File: config.mk
export PLATFORM = sky130hd
export DESIGN_NAME = spnh_ram
export DESIGN_NICKNAME = d
export VERILOG_FILES = /design/src/sv/spnh_ram.sv
export SDC_FILE = /design/constraint.sdc
export NUM_CORES = 1
export LEC_CHECK = 0
export BUFFER_PORTS_ARGS = -buffer_cell sky130_fd_sc_hd__buf_2
export CAP_MARGIN = 20
export CORE_MARGIN = 1.5
export CORE_UTILIZATION = 60
export CTS_BUF_LIST = sky130_fd_sc_hd__clkbuf_16
export DETAILED_ROUTE_END_ITERATION = 10
export HOLD_SLACK_MARGIN = 0.06
export PLACE_DENSITY = 0.73
export SLEW_MARGIN = 0
export SYNTH_ARGS = -nofsm -noshare
export SYNTH_HDL_FRONTEND = slang
export SYNTH_SLANG_ARGS = --single-unit
File: constraint.sdc
create_clock -name clk -period 2.2 [get_ports clk]
set_input_delay 0.11 -clock clk [delete_from_list [all_inputs] [get_ports clk]]
set_output_delay 0.11 -clock clk [all_outputs]
set_load 0.02 [all_outputs]
File: src/sv/spnh_ram.sv
// Generic single-write, single-read synchronous RAM with registered read
module spnh_ram #(
    parameter int WIDTH = 8,
    parameter int DEPTH = 64
) (
    input  logic                     clk,
    input  logic                     we,
    input  logic [$clog2(DEPTH)-1:0] waddr,
    input  logic [WIDTH-1:0]         wdata,
    input  logic [$clog2(DEPTH)-1:0] raddr,
    output logic [WIDTH-1:0]         rdata
);

    logic [WIDTH-1:0] mem [DEPTH];

    always_ff @(posedge clk)
    begin
        if (we)
        begin
            mem[waddr] <= wdata;
        end
        rdata <= mem[raddr];
    end

endmodule

# Yosys cells after proc, flatten, opt, wreduce, memory -nomap -nowiden
# Memory sizes are Yosys's and may differ from the RTL's. A register that Yosys moved wholly into a read port is not among the register bits.
# Index checks and enable logic that the tools add are counted.
[classes]
n_mux = 2
[op_table]
columns = ["operator", "n"]
rows = [
  ["1-bit 2-to-1 mux", 2],
]
[word_totals]
reg_bits = 0
ram_bits = 512
inputBits = 22
output_inout_bits = 8
wordCells = 3
memories = 1
[memory_table]
columns = ["memory", "words", "width", "read_ports", "rd_ports_with_merged_regs", "write_ports", "line_no", "text"]
rows = [
  ["mem", 64, 8, 1, 1, 1, "14", "logic [WIDTH-1:0] mem [DEPTH];"],
]

# Depth between registers and ports, before layout
# Gate-level depths: netlist (run 1).
[logic_depth]
ltp_word = 2
mapped_depth = 9
depth_no_buf = 5

# Least setup slack after synthesis (run 1)
# No wires, ideal clock.
[synth_path]
path_kind = "input-to-reg"
from = "input raddr[1]"
to = "register rdata[3] (read register of mem)"
setup_ps = 128
t_arrival_ps = 1650
required_time_ps = 2072
setup_slack_ps = 422
stages = 7
path_buffers = 3
cell_sequence = "buf_4 buf_2 buf_2 mux4_2 mux4_2 o21ai_1 o41ai_1"
[synth_lines]
columns = ["element", "line_no", "text"]
rows = [
  ["start, declared", "10", "input logic [$clog2(DEPTH)-1:0] raddr,"],
  ["end, declared", "11", "output logic [WIDTH-1:0] rdata"],
]

==> qor.txt, run 1 <==
yosys warns = 0
clock slew at reported path FFs = 0.06 ns
RSZ-0062 raised after global routing = false
number of synthesized register bits = 520
Crit path max-delay family = multiplexers
DPL Wire Length = 28.2 mm
Fmax achieved = 469 MHz
RR Endpoint = rdata[4]
final hold violations = 0
R2R Setup Slk = 0.07 ns
crit end category = register
die area = 34700 um2
CTS root buffer = clkbuf_16
Worst VDD drop = 0.000658 V
register area share after synthesis = 77.0%
Die Width = 186 um
worst reg-to-reg path cell count = 5
fin crit share = 97.0%
EDFF count, synth = 512
Worst path max stage delay = 0.46 ns
crit start category = register
Post-Synthesis Cells = 940
P_leak = 0.00762 uW
area added between synthesis and finish = 15.6%
number of setup violations in the final report = 0
Vias per Instance = 6.42
initial core utilization = 61.5%
commonest non-fill, non-tap cells in the layout = 512 x edfxtp_1, 126 x mux4_2, 114 x buf_4
min Tclk post-route = 2.13 ns
Initial DRT Pass Iterations = 6
average wire per standard cell = 28.5 um
PostCTS Resize Cnt = 0
Setup WS post-layout = 0.0661 ns
Iter 0 DRT Violations = 1117
htree depth = 2
CP Class = reg2reg
commonest non-fill, non-tap cell in the layout = edfxtp_1
pre-CTS setup slack = -0.0478 ns
Reg-to-Reg Start = mem[16][4]
Critical Path, Cell by Cell = mux4_2 -> mux2_2 -> o221a_2 -> nor3_1 -> o32ai_1
Worst Path Max Fanout = 1
CP Depth = 5
worst path bufs/invs = 0
status = complete, no violations
Placer Congestion = 0.809
arrival time worst endpoint = 2.56 ns
Skew-Pair Late Insertion Delay = 0.56 ns
worst hold path type = in2reg
# rows = 66
total gr overflow = 0
Final Util = 71.1%
first-pass GRT wire length = 68.2 mm
CTS max path bufs = 3
layout cell share with drive strength beyond 1 = 32.2%
Hold Crit Endpoint = mem[10][0]
min-delay src = wdata[0]
DRT antenna net count = 0
CORE AREA = 32800 um2
max_slew headroom = 51.4%
Post-CTS Hold Buffers = 1
Vias = 10.2k
Top Ports = 30
initial antenna violation count = 2
post-synthesis cell area = 20200 um2
pin count of the biggest net entering global routing = 65
Hold Path Stages = 1
worst path required time = 2.62 ns
Tightest Pin Transition = 0.729 ns
Layout Nets = 1119
Routed WL = 45.1 mm
Num CTS Buffers = 50
Post-synth top flop = edfxtp_1
via count of the first global-routing pass = 10.3k
die height = 186 um
DRC Markers = 0
Post-CTS Setup Inserts = 0
CTS tree = done
Fin Clk Skew = 0.0118 ns
Pwr Density = 881 nW/um2
IO buf count = 29
ys async rst share = 0%
CP startpoint = mem[16][4]
clk sinks = 520
Synthesized Nets = 962
Max-cap violations = 0
Crit-path slowest cell = mux4_2
Final Max Slew Viols = 0
post-synthesis average cell area = 21.5 um2
gr usage total = 26.9%
Distinct cells, synth = 40
==> layer usage <==
layer / track usage [%] / vias up / wire length (um)
met2: 43.3 / 528 / 22300
li1: - / 4248 / -
met3: 4.50 / 73 / 3810
met4: 7.60 / 2 / 1040
met5: 0 / - / 13
met1: 39.0 / 5303 / 17900
==> power by group <==
| part | total [uW] | internal [uW] | switching (uW) |
|---|---|---|---|
| logic | 1100 | 450 | 651 |
| clock network | 8440 | 4920 | 3530 |
| registers | 11000 | 11000 | 37.9 |
| total | 20500 | 16300 | 4220 |
==> worst reg2reg max path, cell delays in order (launching register included) <==
cell and delay, ns:
edfxtp_1 0.37, mux4_2 0.46, mux2_2 0.29, o221a_2 0.28, nor3_1 0.44, o32ai_1 0.16
==> sequential cells by signal (all words and copies together), names as in the netlist <==
name,cells
mem,512
rdata,8
==> cell families after synthesis <==
group / count (synthesis) / share of synthesized area (%)
buffers and inverters: 51 / 1.57
AND/OR/NAND/NOR: 153 / 3.39
multiplexers: 162 / 15.9
flip-flops: 520 / 77.0
AO/OA/AOI/OAI: 54 / 2.07
==> stage by stage <==
| step | total power, uW | setup TNS, ns | area [um2] | instances | hold slack [ns] |
|---|---|---|---|---|---|
| 4_1_cts | 20700 | 0 | 23300 | 1578 | 0.102 |
| 3_5_place_dp | 12300 | -0.0478 | 21600 | 1484 | 0.532 |
| 3_3_place_gp | 12300 | -0.0268 | 21600 | 1484 | 0.527 |
| 6_report | 20500 | 0 | 23300 | 1581 | 0.103 |
| 2_1_floorplan | 11800 | 0 | 20200 | 940 | 0.209 |
| 5_1_grt | 21100 | 0 | 23300 | 1580 | 0.117 |
==> cells in the mapped netlist (all sizes together) (4+ instances only) <==
master  instances  area share, %
a211oi          4           0.15
nor3            7           0.17
o221ai          8           0.35
clkbuf         17           0.32
buf            34            1.3
nor2           83            1.5
edfxtp        512             76
mux2i          23            1.1
a221oi          6           0.26
dfxtp           8           0.79
nand2b          7           0.22
nand3          13           0.32
nand2          19           0.35
o21ai           4          0.099
o22ai           8           0.25
nor2b          14           0.43
mux2           13           0.73
mux4          126             14
==> area by class of cell <==
type | instances | area (um2)
Clock inverter | 40 | 304
Timing Repair Buffer | 156 | 1280
Clock buffer | 53 | 1330
Fill cell | 1954 | 9470
Tap cell | 442 | 553
Sequential cell | 520 | 15500
Antenna cell | 1 | 2.50
Multi-Input combinational cell | 369 | 4320
==> worst max path at each step <==
| stage | slack (ns) | endpoint |
|---|---|---|
| 6_report | 0.07 | rdata[4] |
| 3_5_place_dp | -0.05 | rdata[0] |
| 4_1_cts | 0.13 | rdata[4] |
| 3_3_place_gp | -0.01 | rdata[4] |
| 2_1_floorplan | 0.42 | rdata[3] |
| 5_1_grt | 0.04 | rdata[4] |
(Power assumes the default switching activity.)
==> run 2, diff against run 1 <==
CORE_UTILIZATION = 55   (was 60)
GPL_TIMING_DRIVEN = 1   (was unset)
PLACE_DENSITY = 0.68   (was 0.73)
SETUP_SLACK_MARGIN = 0.3   (was unset)
==> run 2 against run 1 <==
Utilization is 5.5 points lower; global-route usage is 3.0 points lower; power about the same; combinational power about the same; first-iteration DRC count is 18% lower; final cell count up 2.2%.
==> qor.txt, run 2 (synthesis gave the netlist of run 1 again) <==
status = complete, no violations
Hold Crit Endpoint = mem[53][7]
commonest non-fill, non-tap cells in the layout = 512 x edfxtp_1, 126 x mux4_2, 124 x buf_4
Vias per Instance = 6.17 (-3.9%)
Max-cap violations = 0 (unchanged)
CTS max path bufs = 3 (unchanged)
average wire per standard cell = 27.4 um (-3.8%)
CORE AREA = 35800 um2 (+9.3%)
PnR Total Power = 20600 uW (about the same)
biggest regs = mem (512), rdata (8)
Worst VDD drop = 0.000794 V (+21%)
DRC Markers = 0 (unchanged)
Worst Path Max Fanout = 1 (unchanged)
layout cell share with drive strength beyond 1 = 33.0% (+0.79 points)
Reg-to-Reg Start = mem[29][6]
Final Max Slew Viols = 0 (unchanged)
commonest non-fill, non-tap cell in the layout = edfxtp_1
Worst path max stage delay = 0.46 ns (about the same)
initial antenna violation count = 1 (-1)
Comb pwr share = 5.5% (about the same)
IO buf count = 29 (unchanged)
first-pass GRT wire length = 65.1 mm (-4.6%)
die height = 194 um (+4.4%)
Crit path max-delay family = multiplexers
Crit-path slowest cell = mux4_2
Die Width = 194 um (+4.4%)
crit end category = register
Top Ports = 30 (unchanged)
clock network power share = 41.0% (about the same)
RR Endpoint = rdata[6]
gr usage total = 24.0% (-3.0 points)
DPL Wire Length = 28.1 mm (-0.55%)
clock slew at reported path FFs = 0.06 ns (about the same)
via count of the first global-routing pass = 10.1k (-2.3%)
Tightest Pin Transition = 0.980 ns (+0.250 ns)
Layout Nets = 1133 (+1.3%)
DRT antenna net count = 0 (unchanged)
area added between synthesis and finish = 16.5%
worst reg-to-reg path cell count = 5 (unchanged)
htree depth = 2 (unchanged)
number of setup violations in the final report = 0 (unchanged)
clk sinks = 520 (unchanged)
Vias = 9970 (-1.8%)
sw frac = 20.9% (+0.37 points)
P_leak = 0.00770 uW (+0.98%)
min Tclk post-route = 1.85 ns (-0.283 ns)
max_slew headroom = 34.7% (-17 points)
DP Area = 21800 um2 (+0.64%)
CP Class = reg2reg
Iter 0 DRT Violations = 921 (-18%)
Fin Clk Skew = 0.0181 ns (+0.00630 ns)
final hold violations = 0 (unchanged)
Skew-Pair Late Insertion Delay = 0.58 ns (+0.02 ns)
Hold Path Stages = 1 (unchanged)
Most flops, register = mem
Pwr Density = 875 nW/um2 (-0.74%)
Routed WL = 44.3 mm (-1.7%)
crit start category = register
pin count of the biggest net entering global routing = 65 (unchanged)
Post-CTS Setup Inserts = 0 (unchanged)
initial core utilization = 56.3% (-5.2 points)
RSZ-0062 raised after global routing = false
min-delay src = wdata[7]
total gr overflow = 0 (unchanged)
arrival time worst endpoint = 2.31 ns (-0.25 ns)
die area = 37800 um2 (+8.9%)
CTS root buffer = clkbuf_16
worst path bufs/invs = 0 (unchanged)
Post-Layout Inst Area = 23500 um2 (+0.78%)
worst path required time = 2.66 ns (+0.04 ns)
CP Depth = 5 (unchanged)
CTS tree = done
Reg power frac = 53.5% (about the same)
max FFs per register = 512 (unchanged)
Num CTS Buffers = 51 (+2.0%)
fin crit share = 84.1% (-13 points)
Critical Path, Cell by Cell = mux4_2 -> mux2_2 -> o221a_2 -> nor3_4 -> o32ai_1
Initial DRT Pass Iterations = 5 (-1)
worst hold path type = in2reg
# rows = 69 (+4.5%)
Placer Congestion = 0.817 (+1.1%)
Power Internal = 16300 uW (-0.42%)
R2R Setup Slk = 0.35 ns (+0.28 ns)
Fmax achieved = 540 MHz (+15%)
P_sw = 4300 uW (+1.8%)
==> run 2: cell count changes in the layout (fill, tap and decap cells not counted), sizes merged <==
| cell | delta |
|---|---|
| clkinvlp | +4 |
| clkinv | -7 |
| buf | +11 |
| inv | +6 |
| bufinv | -1 |
| dlygate4sd3 | +2 |
==> run 2: metrics by stage <==
stage	std cells	worst slack, ns	hold slack, ns	utilization (%)	setup TNS, ns
2_1_floorplan	940	0.422	0.209	-	0
3_3_place_gp	1515	-0.127	0.559	60.8	-0.145
3_5_place_dp	1515	-0.132	0.546	60.8	-0.209
4_1_cts	1613	0.250	-0.0860	65.5	0
5_1_grt	1615	0.289	0.0934	65.6	0
6_report	1615	0.349	0.0913	65.6	0
==> run 2: metal layers <==
layer | track usage [%] | wire length, um | vias to the layer above
met3 | 5.45 | 3490 | 79
met4 | 7.99 | 1240 | 0
met2 | 36.5 | 20800 | 412
met1 | 34.9 | 18700 | 5205
li1 | - | - | 4274
met5 | 0 | 0 | -
==> run 2: area by class of cell <==
cell class                      count  area, um2
Sequential cell                   520      15500
Fill cell                        2300      12300
Multi-Input combinational cell    369       4360
Timing Repair Buffer              169       1400
Clock buffer                       53       1330
Tap cell                          461        577
Clock inverter                     42        308
Antenna cell                        1       2.50
==> run 2: worst max path at each step <==
stage	from	to
finish	mem[29][6]	rdata[6]
global route	mem[29][6]	rdata[6]
CTS	mem[29][4]	rdata[4]
detailed placement	raddr[0]	rdata[7]
global placement	raddr[0]	rdata[7]
floorplan	raddr[1]	rdata[3]
==> run 2: what timing repair did <==
item,CTS,global route
setup endpoints to repair,3,6
resized for setup,3,7
hold buffers,3,1
pin swaps,0,1
hold endpoints to repair,87,7
==> run 2: power groups by stage <==
stage | clock network [uW] | logic, uW | registers, uW
floorplan | 0 | 584 | 11200
global placement | 0 | 1100 | 11200
detailed placement | 0 | 1110 | 11200
CTS | 8570 | 1120 | 11000
global route | 8930 | 1190 | 11000
finish | 8430 | 1130 | 11000
==> run 2: worst reg2reg max path: stages (launching register included) <==
cell and delay [ns]:
edfxtp_1 0.36, mux4_2 0.46, mux2_2 0.28, o221a_2 0.30, nor3_4 0.23, o32ai_1 0.11
