**src/sv/spnh_pkg.sv**
```systemverilog
// Shared types and constants for the shortest-path next-hop core
package spnh_pkg;

    localparam int MAX_NODES = 64;
    localparam int IDX_W     = $clog2(MAX_NODES);
    localparam int CNT_W     = IDX_W + 1;
    localparam int DIST_W    = IDX_W + 1;

    localparam logic [1:0] OP_EDGE   = 2'd0;
    localparam logic [1:0] OP_QUERY1 = 2'd1;
    localparam logic [1:0] OP_QUERY2 = 2'd2;

    localparam logic [CNT_W-1:0] NODE_COUNT_RST = CNT_W'(6);
    localparam logic [CNT_W-1:0] NODE_LIMIT     = CNT_W'(MAX_NODES);

    typedef struct packed {
        logic              reached;
        logic              settled;
        logic [DIST_W-1:0] path_len;
        logic [IDX_W-1:0]  pred;
    } node_t;

    localparam int NODE_W = $bits(node_t);

    typedef struct packed {
        node_t entry;
        logic  cand;
    } relax_t;

endpackage

```
**src/sv/spnh_relax.sv**
```systemverilog
// Edge relaxation and candidate test for one node entry
module spnh_relax import spnh_pkg::*; (
    input  node_t             entry,
    input  logic              edge_bit,
    input  logic [IDX_W-1:0]  cur,
    input  logic [DIST_W-1:0] cur_dist,
    output relax_t            result
);

    logic [DIST_W-1:0] new_dist;
    node_t             upd;

    assign new_dist = cur_dist + DIST_W'(1);

    always_comb
    begin
        upd = entry;
        if (edge_bit && (!entry.reached || (entry.path_len > new_dist)))
        begin
            upd.reached  = 1'b1;
            upd.path_len = new_dist;
            upd.pred     = cur;
        end
        result.entry = upd;
        result.cand  = upd.reached && !upd.settled;
    end

endmodule

```
**config.mk**
```make
export PLATFORM = sky130hd
export DESIGN_NAME = spnh_relax
export DESIGN_NICKNAME = d
export VERILOG_FILES = /design/src/sv/spnh_pkg.sv /design/src/sv/spnh_relax.sv
export SDC_FILE = /design/constraint.sdc
export NUM_CORES = 1
export LEC_CHECK = 0
export ABC_CLOCK_PERIOD_IN_PS = 2400
export BUFFER_PORTS_ARGS = -buffer_cell sky130_fd_sc_hd__buf_4
export CAP_MARGIN = 20
export CORE_AREA = 2 2 40 42
export DETAILED_ROUTE_END_ITERATION = 8
export DIE_AREA = 0 0 42 44
export PLACE_DENSITY = 0.76
export SYNTH_ARGS = -nofsm -noshare
export SYNTH_HDL_FRONTEND = slang
export SYNTH_SLANG_ARGS = --single-unit
```
**constraint.sdc**
```tcl
create_clock -name vclk -period 2.4
set_input_delay 0.36 -clock vclk [all_inputs]
set_output_delay 0.36 -clock vclk [all_outputs]
set_load 0.01 [all_outputs]
```
Word level (Yosys, flattened, before mapping)
Index checks and enable logic that the tools add are counted.

cells by class
  $add $sub $neg = 1
  order comparisons = 1
  multiplexer cells = 2
  reduce and logical (&&, ||, !) cells = 5

operators by type and width
  kind                                          count
  two-way mux 13 bit                            1
  adder 7 x 1 -> 7 bit (second input constant)  1
  greater-than comparator 7 bit                 1
  logical AND 1 bit                             2
  logical NOT 1 bit                             2
  logical OR 1 bit                              1
  two-way mux 1 bit                             1

storage, ports and cells
  register bits after elaboration = 0
  input bits = 29
  output and inout port bits = 16
  logic and storage cells = 9

Depth between registers and ports, before layout
Gate-level depths: netlist (run 1).

  depth in word-level cells = 6
  depth in mapped cells = 10
  mapped depth without buffers = 9

Worst setup path after synthesis (run 1)
No wires, ideal clock.

  kind = input port to output port
  from = input cur_dist[0]
  to = output result[4] (netlist name)
  arrival time = 2.149 ns
  required time = 2.040 ns
  slack = -0.109 ns
  stages on the path = 9
  buffers on the path = 1
  cells stage by stage = ha_1 -> nand3_1 -> xor2_1 -> ha_1 -> a21oi_1 -> o2111ai_1 -> o221ai_2 -> buf_6 -> mux2_4

RTL lines
  item                RTL line         source
  start: declaration  spnh_relax.sv:6  input logic [DIST_W-1:0] cur_dist,
  end: declaration    spnh_relax.sv:7  output relax_t result

==> results of run 1 <==
==> synthesized netlist by cell type (all sizes together) <==
library cell	count	share of area, %
xnor2	3	5.7
ha	8	22
nand3b	1	1.6
o221ai	1	3.3
buf	2	4.1
nand2	3	2.5
inv	9	7.4
o2111ai	1	1.9
nor2	2	1.6
xor2	2	3.8
nand4	2	2.7
or2	1	1.4
nor2b	1	1.4
mux2	7	20
a21oi	3	4.1
mux2i	6	13
nand3	3	3.3
==> cell families after synthesis <==
kind of cell,Yosys count
fa+ha+maj,8
compound gates,5
buf+inv,11
mux,13
simple gates,13
xor+xnor,5
==> final timing paths <==
check,from,end
min,entry[13],result[14]
max,cur_dist[1],result[8]
==> cells in the final DEF, fill, tap and decap left out, drive strengths merged <==
cell type and instances:
ha 8, xor2 2, nor2 2, or2 1
nand2 3, o221ai 1, nand4 2, buf 54
a21oi 3, inv 9, nand3b 1, nand3 3
xnor2 3, nor2b 1, mux2 7, mux2i 6
o2111ai 1
==> layout make-up <==
cell class / count / area [um^2]
Multi-Input combinational cell: 44 / 500
Fill cell: 117 / 405
Inverter: 9 / 33.8
Tap cell: 16 / 20.0
Timing Repair Buffer: 54 / 459
==> per-layer routing <==
layer	track usage, %	vias to the layer above
met2	39.1	33
met3	3.33	0
met1	19.6	271
met4	0	0
li1	-	297
met5	0	-
==> stage by stage <==
stage,cell area (um^2),power (mW),cells,TNS (ns),hold slack (ns)
floorplan,477,0.0958,55,-0.222,0.766
global placement,881,0.195,121,-3.69,0.907
detailed placement,881,0.201,121,-4.26,0.908
CTS,975,0.224,122,-3.19,0.908
global route,1010,0.253,123,-4.88,0.914
finish,1010,0.234,123,-3.31,0.907
==> power groups by stage <==
| stage | registers [mW] | logic [mW] | clock network [mW] |
|---|---|---|---|
| detailed placement | 0 | 0.201 | 0 |
| finish | 0 | 0.234 | 0 |
| floorplan | 0 | 0.0958 | 0 |
| global route | 0 | 0.253 | 0 |
| global placement | 0 | 0.195 | 0 |
| CTS | 0 | 0.224 | 0 |
==> worst max-delay path: cells and delay by family <==
family	cells	cell delay [ns]
AOI/OAI and AO/OA	3	0.58
xor gates and xnor gates	1	0.22
adders and majority gates	2	0.41
buffers and inverters	3	0.39
muxes	1	0.31
and+or+nand+nor	1	0.07
==> repair_timing <==
action,in CTS,in global routing
endpoints found under the setup margin,13,13
setup buffers,1,1
gates resized for setup,19,5
gates cloned,0,0
pin swaps,11,8
==> out/metrics.yaml, run 1 <==
final-setup-viol-count: 13
relSlewSlack_pct: 83.5
synth_fa_ha_area_share_pct: 21.8
grt_overflow: 0
seqPwrFrac_pct: 0
synth_nets: 92
syn_inst: 55
die-area_um2: 1850
layout-drive-gt1-share_pct: 68.2
wl_um: 1690
synthSimpleGateAreaFrac_pct: 14.4
post-route-util_pct: 71.4
yosysSeqAreaShare_pct: 0
comb_power_share_pct: 100.0
cp_common_cell: "ha_4"
synthXorXnorAreaFrac_pct: 9.54
intPower_mw: 0.141
die_x_um: 42
hold_path_depth: 2
cp_slowest_cell: "mux2_4"
highest_layer: "met3"
start_kind: "primary input"
max_freq_ghz: 0.371
ioPinCount: 45
slowest_delay_ns: 0.31
worst_slew_pin_slew_ns: 0.248
pre_cts_ws_ns: -0.386
synth.distinct_cells: 20
min_path_type: "primary input to output port"
start_util_pct: 32.4
met2_wirelength_um: 931
slew_viol_final: 0
grt_max_degree: 11
dr_total_vias: 601
antennaDiodeCount: 0
synth_top_family_by_area: "multiplexers"
grt_antenna_before_repair: 0
drt_pass1_iterations: 3
rsz0062_at_grt: "yes"
port_buffers: 45
clockBufferCount: 0
finalCritPeriodShare_pct: 112
vias_per_cell: 4.89
chipHeight_um: 44
synthesis.area_um2: 459
crit_chain: "buf_8 -> ha_4 -> nand3_4 -> xor2_2 -> ha_4 -> a21oi_2 -> o2111ai_2 -> o221ai_2 -> buf_12 -> mux2_4 -> buf_6"
max-cap-violations: 0
syn2layout_area_growth_pct: 121
cp.required_ns: 2.04
grt_pass1_wl_um: 2650
fin_nets: 146
status: "complete, but fails checks"
power.density_nw_per_um2: 231
drt_iter0_drc: 3
wl_met1_um: 604
ant_nets: 0
core_area_um2: 1420
dpl.hpwl_um: 1290
end_kind: "output port"
critical_path_class: "primary input to output port"
synthMuxAreaShare_pct: 33.5
track_usage_pct: 18.4
leakage_nw: 0.534
path_max_fanout: 10
vdd_drop_max_mv: 0.116
worstPathArrival_ns: 2.34
met3RoutedLength_um: 150
clock_power_share_pct: 0
yosys_warnings: 0
seq_cell_count: 0
p_sw_mw: 0.0935
synth_compound_area_share_pct: 9.26
drc: 0
seqCellArea_um2: 0
failed_checks: "negative setup slack"
syn_area_per_cell_um2: 8.35
min_period_ns: 2.70
core.rowCount: 14
grt_pass1_vias: 610
fin_ws_ns: -0.298
wire_per_inst_um: 13.7
hold_viol_final: 0
swShare_pct: 39.9
hold_buffers: 0
gp_congestion: 0.719
Note: power is estimated with default switching activity, not from simulation.
==> inputs of run 2 (changes only) <==
ABC_CLOCK_PERIOD_IN_PS = 2700   (was 2400)
CORE_AREA = 2 2 39 41   (was 2 2 40 42)
DIE_AREA = 0 0 41 43   (was 0 0 42 44)
clock period = 2.7 ns   (was 2.4 ns; I/O delays follow)
==> run 2 against run 1 <==
  * The run still ends with negative setup slack left
  * Cell area shrank 0.12%
  * First-iteration DRC count shrank 100%
  * Utilization grew 1.7 points
  * Critical path depth is the same
==> out/metrics.yaml, run 2 (same netlist as run 1, synthesis figures left out) <==
min_path_type: "primary input to output port"
status: "complete, but fails checks"
port_buffers: 45  # unchanged
vdd_drop_max_mv: 0.101  # -14%
clockBufferCount: 0  # unchanged
seq_cell_count: 0  # unchanged
die_x_um: 41  # -2.4%
worstSetupPathDepth: 11  # unchanged
dpl.hpwl_um: 1130  # -13%
finalCritPeriodShare_pct: 104
hold_viol_final: 0  # unchanged
start_util_pct: 33.2  # +0.82 points
failed_checks: "negative setup slack"
grt_pass1_vias: 612  # +0.33%
fin_ws_ns: -0.103  # +0.195 ns
grt_pass1_wl_um: 2400  # -9.4%
grt_overflow: 0  # unchanged
grt_max_degree: 8  # -3
ant_nets: 0  # unchanged
wire_per_inst_um: 12.6  # -7.7%
max_freq_ghz: 0.357
rsz0062_at_grt: "yes"
ioPinCount: 45  # unchanged
final-setup-viol-count: 12  # -1
track_usage_pct: 18.6  # +0.19 points
pre_cts_ws_ns: -0.195  # +0.191 ns
cp_common_cell: "buf_6"
relSlewSlack_pct: 84.7  # +1.2 points
cp.required_ns: 2.30  # +0.26 ns
fin_nets: 149  # +2.1%
drt_iter0_drc: 0  # -3
cp_top_family: "compound AO/OA/AOI/OAI gates"
vias_per_cell: 4.87  # -0.27%
syn2layout_area_growth_pct: 120
end_kind: "output port"
worst_hold_slack_ns: 0.998  # +0.0908 ns
final_common_cell: "buf_4"
layout_common_cells: "buf_4 (45), buf_6 (10), inv_1 (9)"
critical_path_buf_inv_count: 3  # unchanged
gp_congestion: 0.727  # +1.1%
seqCellArea_um2: 0  # unchanged
fin_total_pwr_mw: 0.210  # -10%
crit_chain: "buf_8 -> ha_4 -> nand3_2 -> xor2_1 -> ha_1 -> a21oi_2 -> o2111ai_2 -> o221ai_2 -> buf_6 -> mux2_4 -> buf_6"
cp-endpoint: "result[6]"
max-cap-violations: 0  # unchanged
path_max_fanout: 7  # -3
antennaDiodeCount: 0  # unchanged
start_kind: "primary input"
core.rowCount: 14  # unchanged
worstPathArrival_ns: 2.40  # +0.06 ns
die-area_um2: 1760  # -4.6%
slowest_delay_ns: 0.31  # about the same
min_period_ns: 2.80
critical_path_class: "primary input to output port"
drc: 0  # unchanged
dr_total_vias: 614  # +2.2%
setup_tns_ns: -0.825  # +2.48 ns
startpoint: "cur_dist[1]"
worst_slew_pin_slew_ns: 0.229  # -0.0186 ns
hold_start: "entry[13]"
slew_viol_final: 0  # unchanged
chipHeight_um: 43  # -2.3%
wl_um: 1590  # -5.5%
leakage_nw: 0.547  # +2.5%
core_area_um2: 1380  # -2.5%
fill_cells: 110  # -6.0%
grt_antenna_before_repair: 0  # unchanged
cp_slowest_cell: "mux2_4"
drt_pass1_iterations: 1  # -2
power.density_nw_per_um2: 207  # -10%
layout-drive-gt1-share_pct: 70.9  # +2.7 points
## run 2: cell types whose count changed in the layout (fill, tap and decap cells not counted), sizes merged
cell,previous run,this run
buf,54,57
## run 2: final cells by class
cell class	count	area (um^2)	share of cell area [%]
Inverter	9	33.8	3.34
Tap cell	16	20.0	1.98
Multi-Input combinational cell	44	478	47.2
Timing Repair Buffer	57	480	47.5
## run 2: repair_timing
item                       in CTS  in global routing
pin swaps                      12                  9
cloned                          0                  0
resized for setup              24                  6
buffers inserted                5                  2
hold buffers                    0                  0
setup endpoints to repair      13                 13
## run 2: report_power, final
part           leakage [nW]  internal [mW]  switching, mW  total [mW]
clock                     0              0              0           0
combinational         0.547          0.127         0.0830       0.210
sequential                0              0              0           0
## run 2: metal layers
metal	routed length, um	up-vias	part of all wire, %	global-route usage [%]
met5	0	-	0	0
met4	19	0	1.2	0
met3	166	2	10	1.05
met2	882	35	55	37.8
met1	525	272	33	19.9
li1	-	305	-	-
## run 2: metrics by stage
step | cell area [um^2] | utilization, % | std cells
6_report | 1010 | 73.1 | 126
5_1_grt | 1010 | 73.1 | 126
4_1_cts | 973 | 70.3 | 124
3_5_place_dp | 836 | 60.4 | 119
3_3_place_gp | 836 | 60.4 | 119
2_1_floorplan | 459 | - | 55
## run 2: worst min path at each step
stage	cells after the start	end	slack, ns
6_report	2	result[14]	1.0
5_1_grt	2	result[14]	1.01
4_1_cts	2	result[14]	1.0
3_5_place_dp	2	result[14]	1.0
3_3_place_gp	2	result[14]	1.0
2_1_floorplan	1	result[0]	0.86
==> inputs of run 3 (changes only) <==
ABC_AREA = 1   (was unset)
CORE_AREA = 2 2 40 42   (was 2 2 39 41)
DIE_AREA = 0 0 42 44   (was 0 0 41 43)
PLACE_DENSITY = 0.8   (was 0.76)
==> run 3 against run 2 <==
  * Count of clock-buffer cells in the layout did not move
  * The flow still finishes with violations (negative setup slack)
  * Maximum frequency up 3.4%
  * Cell count increased by 30%
  * Synthesized area is 21% higher
  * Highest routed layer unchanged
  * Global-route usage increased by 2.4 points
  * Via count is 30% higher
  * Cell area up 13%
==> out/metrics.yaml, run 3 <==
grt_antenna_before_repair: 0  # unchanged
start_kind: "primary input"
crit_chain: "buf_8 -> buf_4 -> nand3_2 -> nor2_2 -> xor2_1 -> inv_1 -> ha_4 -> nand2_4 -> inv_1 -> a21oi_2 -> nand2_1 -> nand2_2 -> nand2_8 -> buf_6 -> nand3_1 -> nand2_1 -> buf_6"
cp_top_family: "simple AND/OR/NAND/NOR gates"
yosys.area.top_type: "nand2_1"
pre_cts_ws_ns: -0.0871  # +0.108 ns
final_common_cell: "buf_4"
synth.top_cell.area_share_pct: 18.9  # -2.9 points
max-cap-violations: 0  # unchanged
worst_hold_slack_ns: 1.00  # +0.00194 ns
layout_common_cells: "buf_4 (38), nand2_1 (22), nand2_2 (16)"
antennaDiodeCount: 0  # unchanged
yosysSeqAreaShare_pct: 0  # unchanged
vias_per_cell: 4.85  # -0.40%
core.rowCount: 14  # unchanged
rsz0062_at_grt: "yes"
die-area_um2: 1850  # +4.8%
slew_viol_final: 0  # unchanged
seqCellArea_um2: 0  # unchanged
hold_viol_final: 0  # unchanged
fin_ws_ns: -0.0109  # +0.0917 ns
intPower_mw: 0.132  # +4.1%
status: "complete, but fails checks"
setup_tns_ns: -0.0131  # +0.812 ns
dpl.hpwl_um: 1390  # +23%
start_util_pct: 39.2  # +6.1 points
placed_cells: 160  # +34%
synth_area_leaders: "nand2_1 (19%), ha_1 (18%), nand2_2 (13%)"
failed_checks: "negative setup slack"
die_x_um: 42  # +2.4%
drc: 0  # unchanged
core_area_um2: 1420  # +2.5%
comb_power_share_pct: 100.0  # about the same
ys_top_cells_by_count: "nand2_1 (28), inv_1 (16), nand3_1 (15)"
clockBufferCount: 0  # unchanged
port_buffers: 45  # unchanged
wire_per_inst_um: 12.6  # -0.45%
p_sw_mw: 0.122  # +47%
min_path_type: "primary input to output port"
gp_congestion: 0.791  # +8.9%
chipHeight_um: 44  # +2.3%
final-setup-viol-count: 3  # -9
leakage_nw: 0.631  # +15%
path_max_fanout: 6  # -1
ioPinCount: 45  # unchanged
synth.distinct_cells: 15  # -25%
wl_um: 2060  # +30%
grt_overflow: 0  # unchanged
dr_total_vias: 796  # +30%
syn2layout_area_growth_pct: 106
critical_path_class: "primary input to output port"
worstPathArrival_ns: 2.31  # -0.09 ns
clock_power_share_pct: 0  # unchanged
yosys_warnings: 0  # unchanged
drt_iter0_drc: 6  # +6
vdd_drop_max_mv: 0.126  # +25%
track_usage_pct: 21.0  # +2.4 points
critical_path_buf_inv_count: 6  # +3
slowest_delay_ns: 0.23  # -0.08 ns
cp.required_ns: 2.30  # about the same
seqPwrFrac_pct: 0  # unchanged
seq_cell_count: 0  # unchanged
syn_inst: 98  # +78%
relSlewSlack_pct: 82.0  # -2.8 points
drt_pass1_iterations: 4  # +3
grt_pass1_wl_um: 3080  # +28%
synth_most_common_cell: "nand2_1"
syn_area_per_cell_um2: 5.68  # -32%
layout-drive-gt1-share_pct: 58.8  # -12 points
grt_max_degree: 17  # +9
swShare_pct: 48.0  # +8.5 points
cp_slowest_cell: "ha_4"
grt_pass1_vias: 758  # +24%
instances_no_fill: 164  # +30%
ant_nets: 0  # unchanged
synthesis.area_um2: 557  # +21%
finalCritPeriodShare_pct: 100  # -3.4 points
end_kind: "output port"
worst_slew_pin_slew_ns: 0.271  # +0.0416 ns
power.density_nw_per_um2: 222  # +7.1%
max_freq_ghz: 0.369  # +3.4%
synth_nets: 135  # +47%
min_period_ns: 2.71  # -0.0917 ns
hold_buffers: 0  # unchanged
fin_nets: 187  # +26%
## run 3: changes by cell type after synthesis, moves of 2 or more
| cell | change |
|---|---|
| mux2i_1 | -6 |
| nand2_2 | +12 |
| mux2_2 | -3 |
| mux2_4 | -4 |
| nand2_4 | +2 |
| inv_1 | +7 |
| nand3_1 | +12 |
| nand2_1 | +25 |
## run 3: final cells by class
type	instances	area [um^2]
repair buffers	53	458
multi-input cells	79	607
fillers	96	274
inverters	16	60.1
well taps	16	20.0
## run 3: worst paths after layout
| check | startpoint | endpoint | slack, ns | cells past startpoint |
|---|---|---|---|---|
| setup / recovery | cur_dist[1] | result[9] | -0.01 | 17 |
| hold / removal | entry[13] | result[14] | 1.0 | 2 |
## run 3: repair_timing
item | in CTS | in global routing
pin swaps | 22 | 11
gates resized for setup | 27 | 14
endpoints found under the setup margin | 13 | 13
setup buffers | 3 | 0
gates cloned | 1 | 0
## run 3: through the flow
| step | power, mW | util [%] | cell area, um^2 |
|---|---|---|---|
| detailed placement | 0.191 | 64.4 | 913 |
| global placement | 0.186 | 64.4 | 913 |
| global route | 0.274 | 80.7 | 1140 |
| finish | 0.254 | 80.7 | 1140 |
| CTS | 0.233 | 76.5 | 1080 |
| floorplan | 0.101 | - | 557 |
## run 3: per-layer routing
layer  GRT usage [%]  wire length [um]  part of all wire [%]
met1            21.2               783                    38
met2            48.1              1170                    57
met3           0.833                88                   4.3
met4               0                21                   1.0
met5               0                 0                     0
## run 3: cells by family after synthesis
logic type,count (synthesis),synth area share [%]
compound gates,3,2.70
xor+xnor,4,6.29
fa+ha+maj,8,18.0
buf+inv,20,17.8
simple gates,63,55.3
## run 3: power groups by stage
stage / combinational, mW / sequential (mW) / clock, mW
floorplan: 0.101 / 0 / 0
CTS: 0.233 / 0 / 0
global placement: 0.186 / 0 / 0
detailed placement: 0.191 / 0 / 0
finish: 0.254 / 0 / 0
global route: 0.274 / 0 / 0
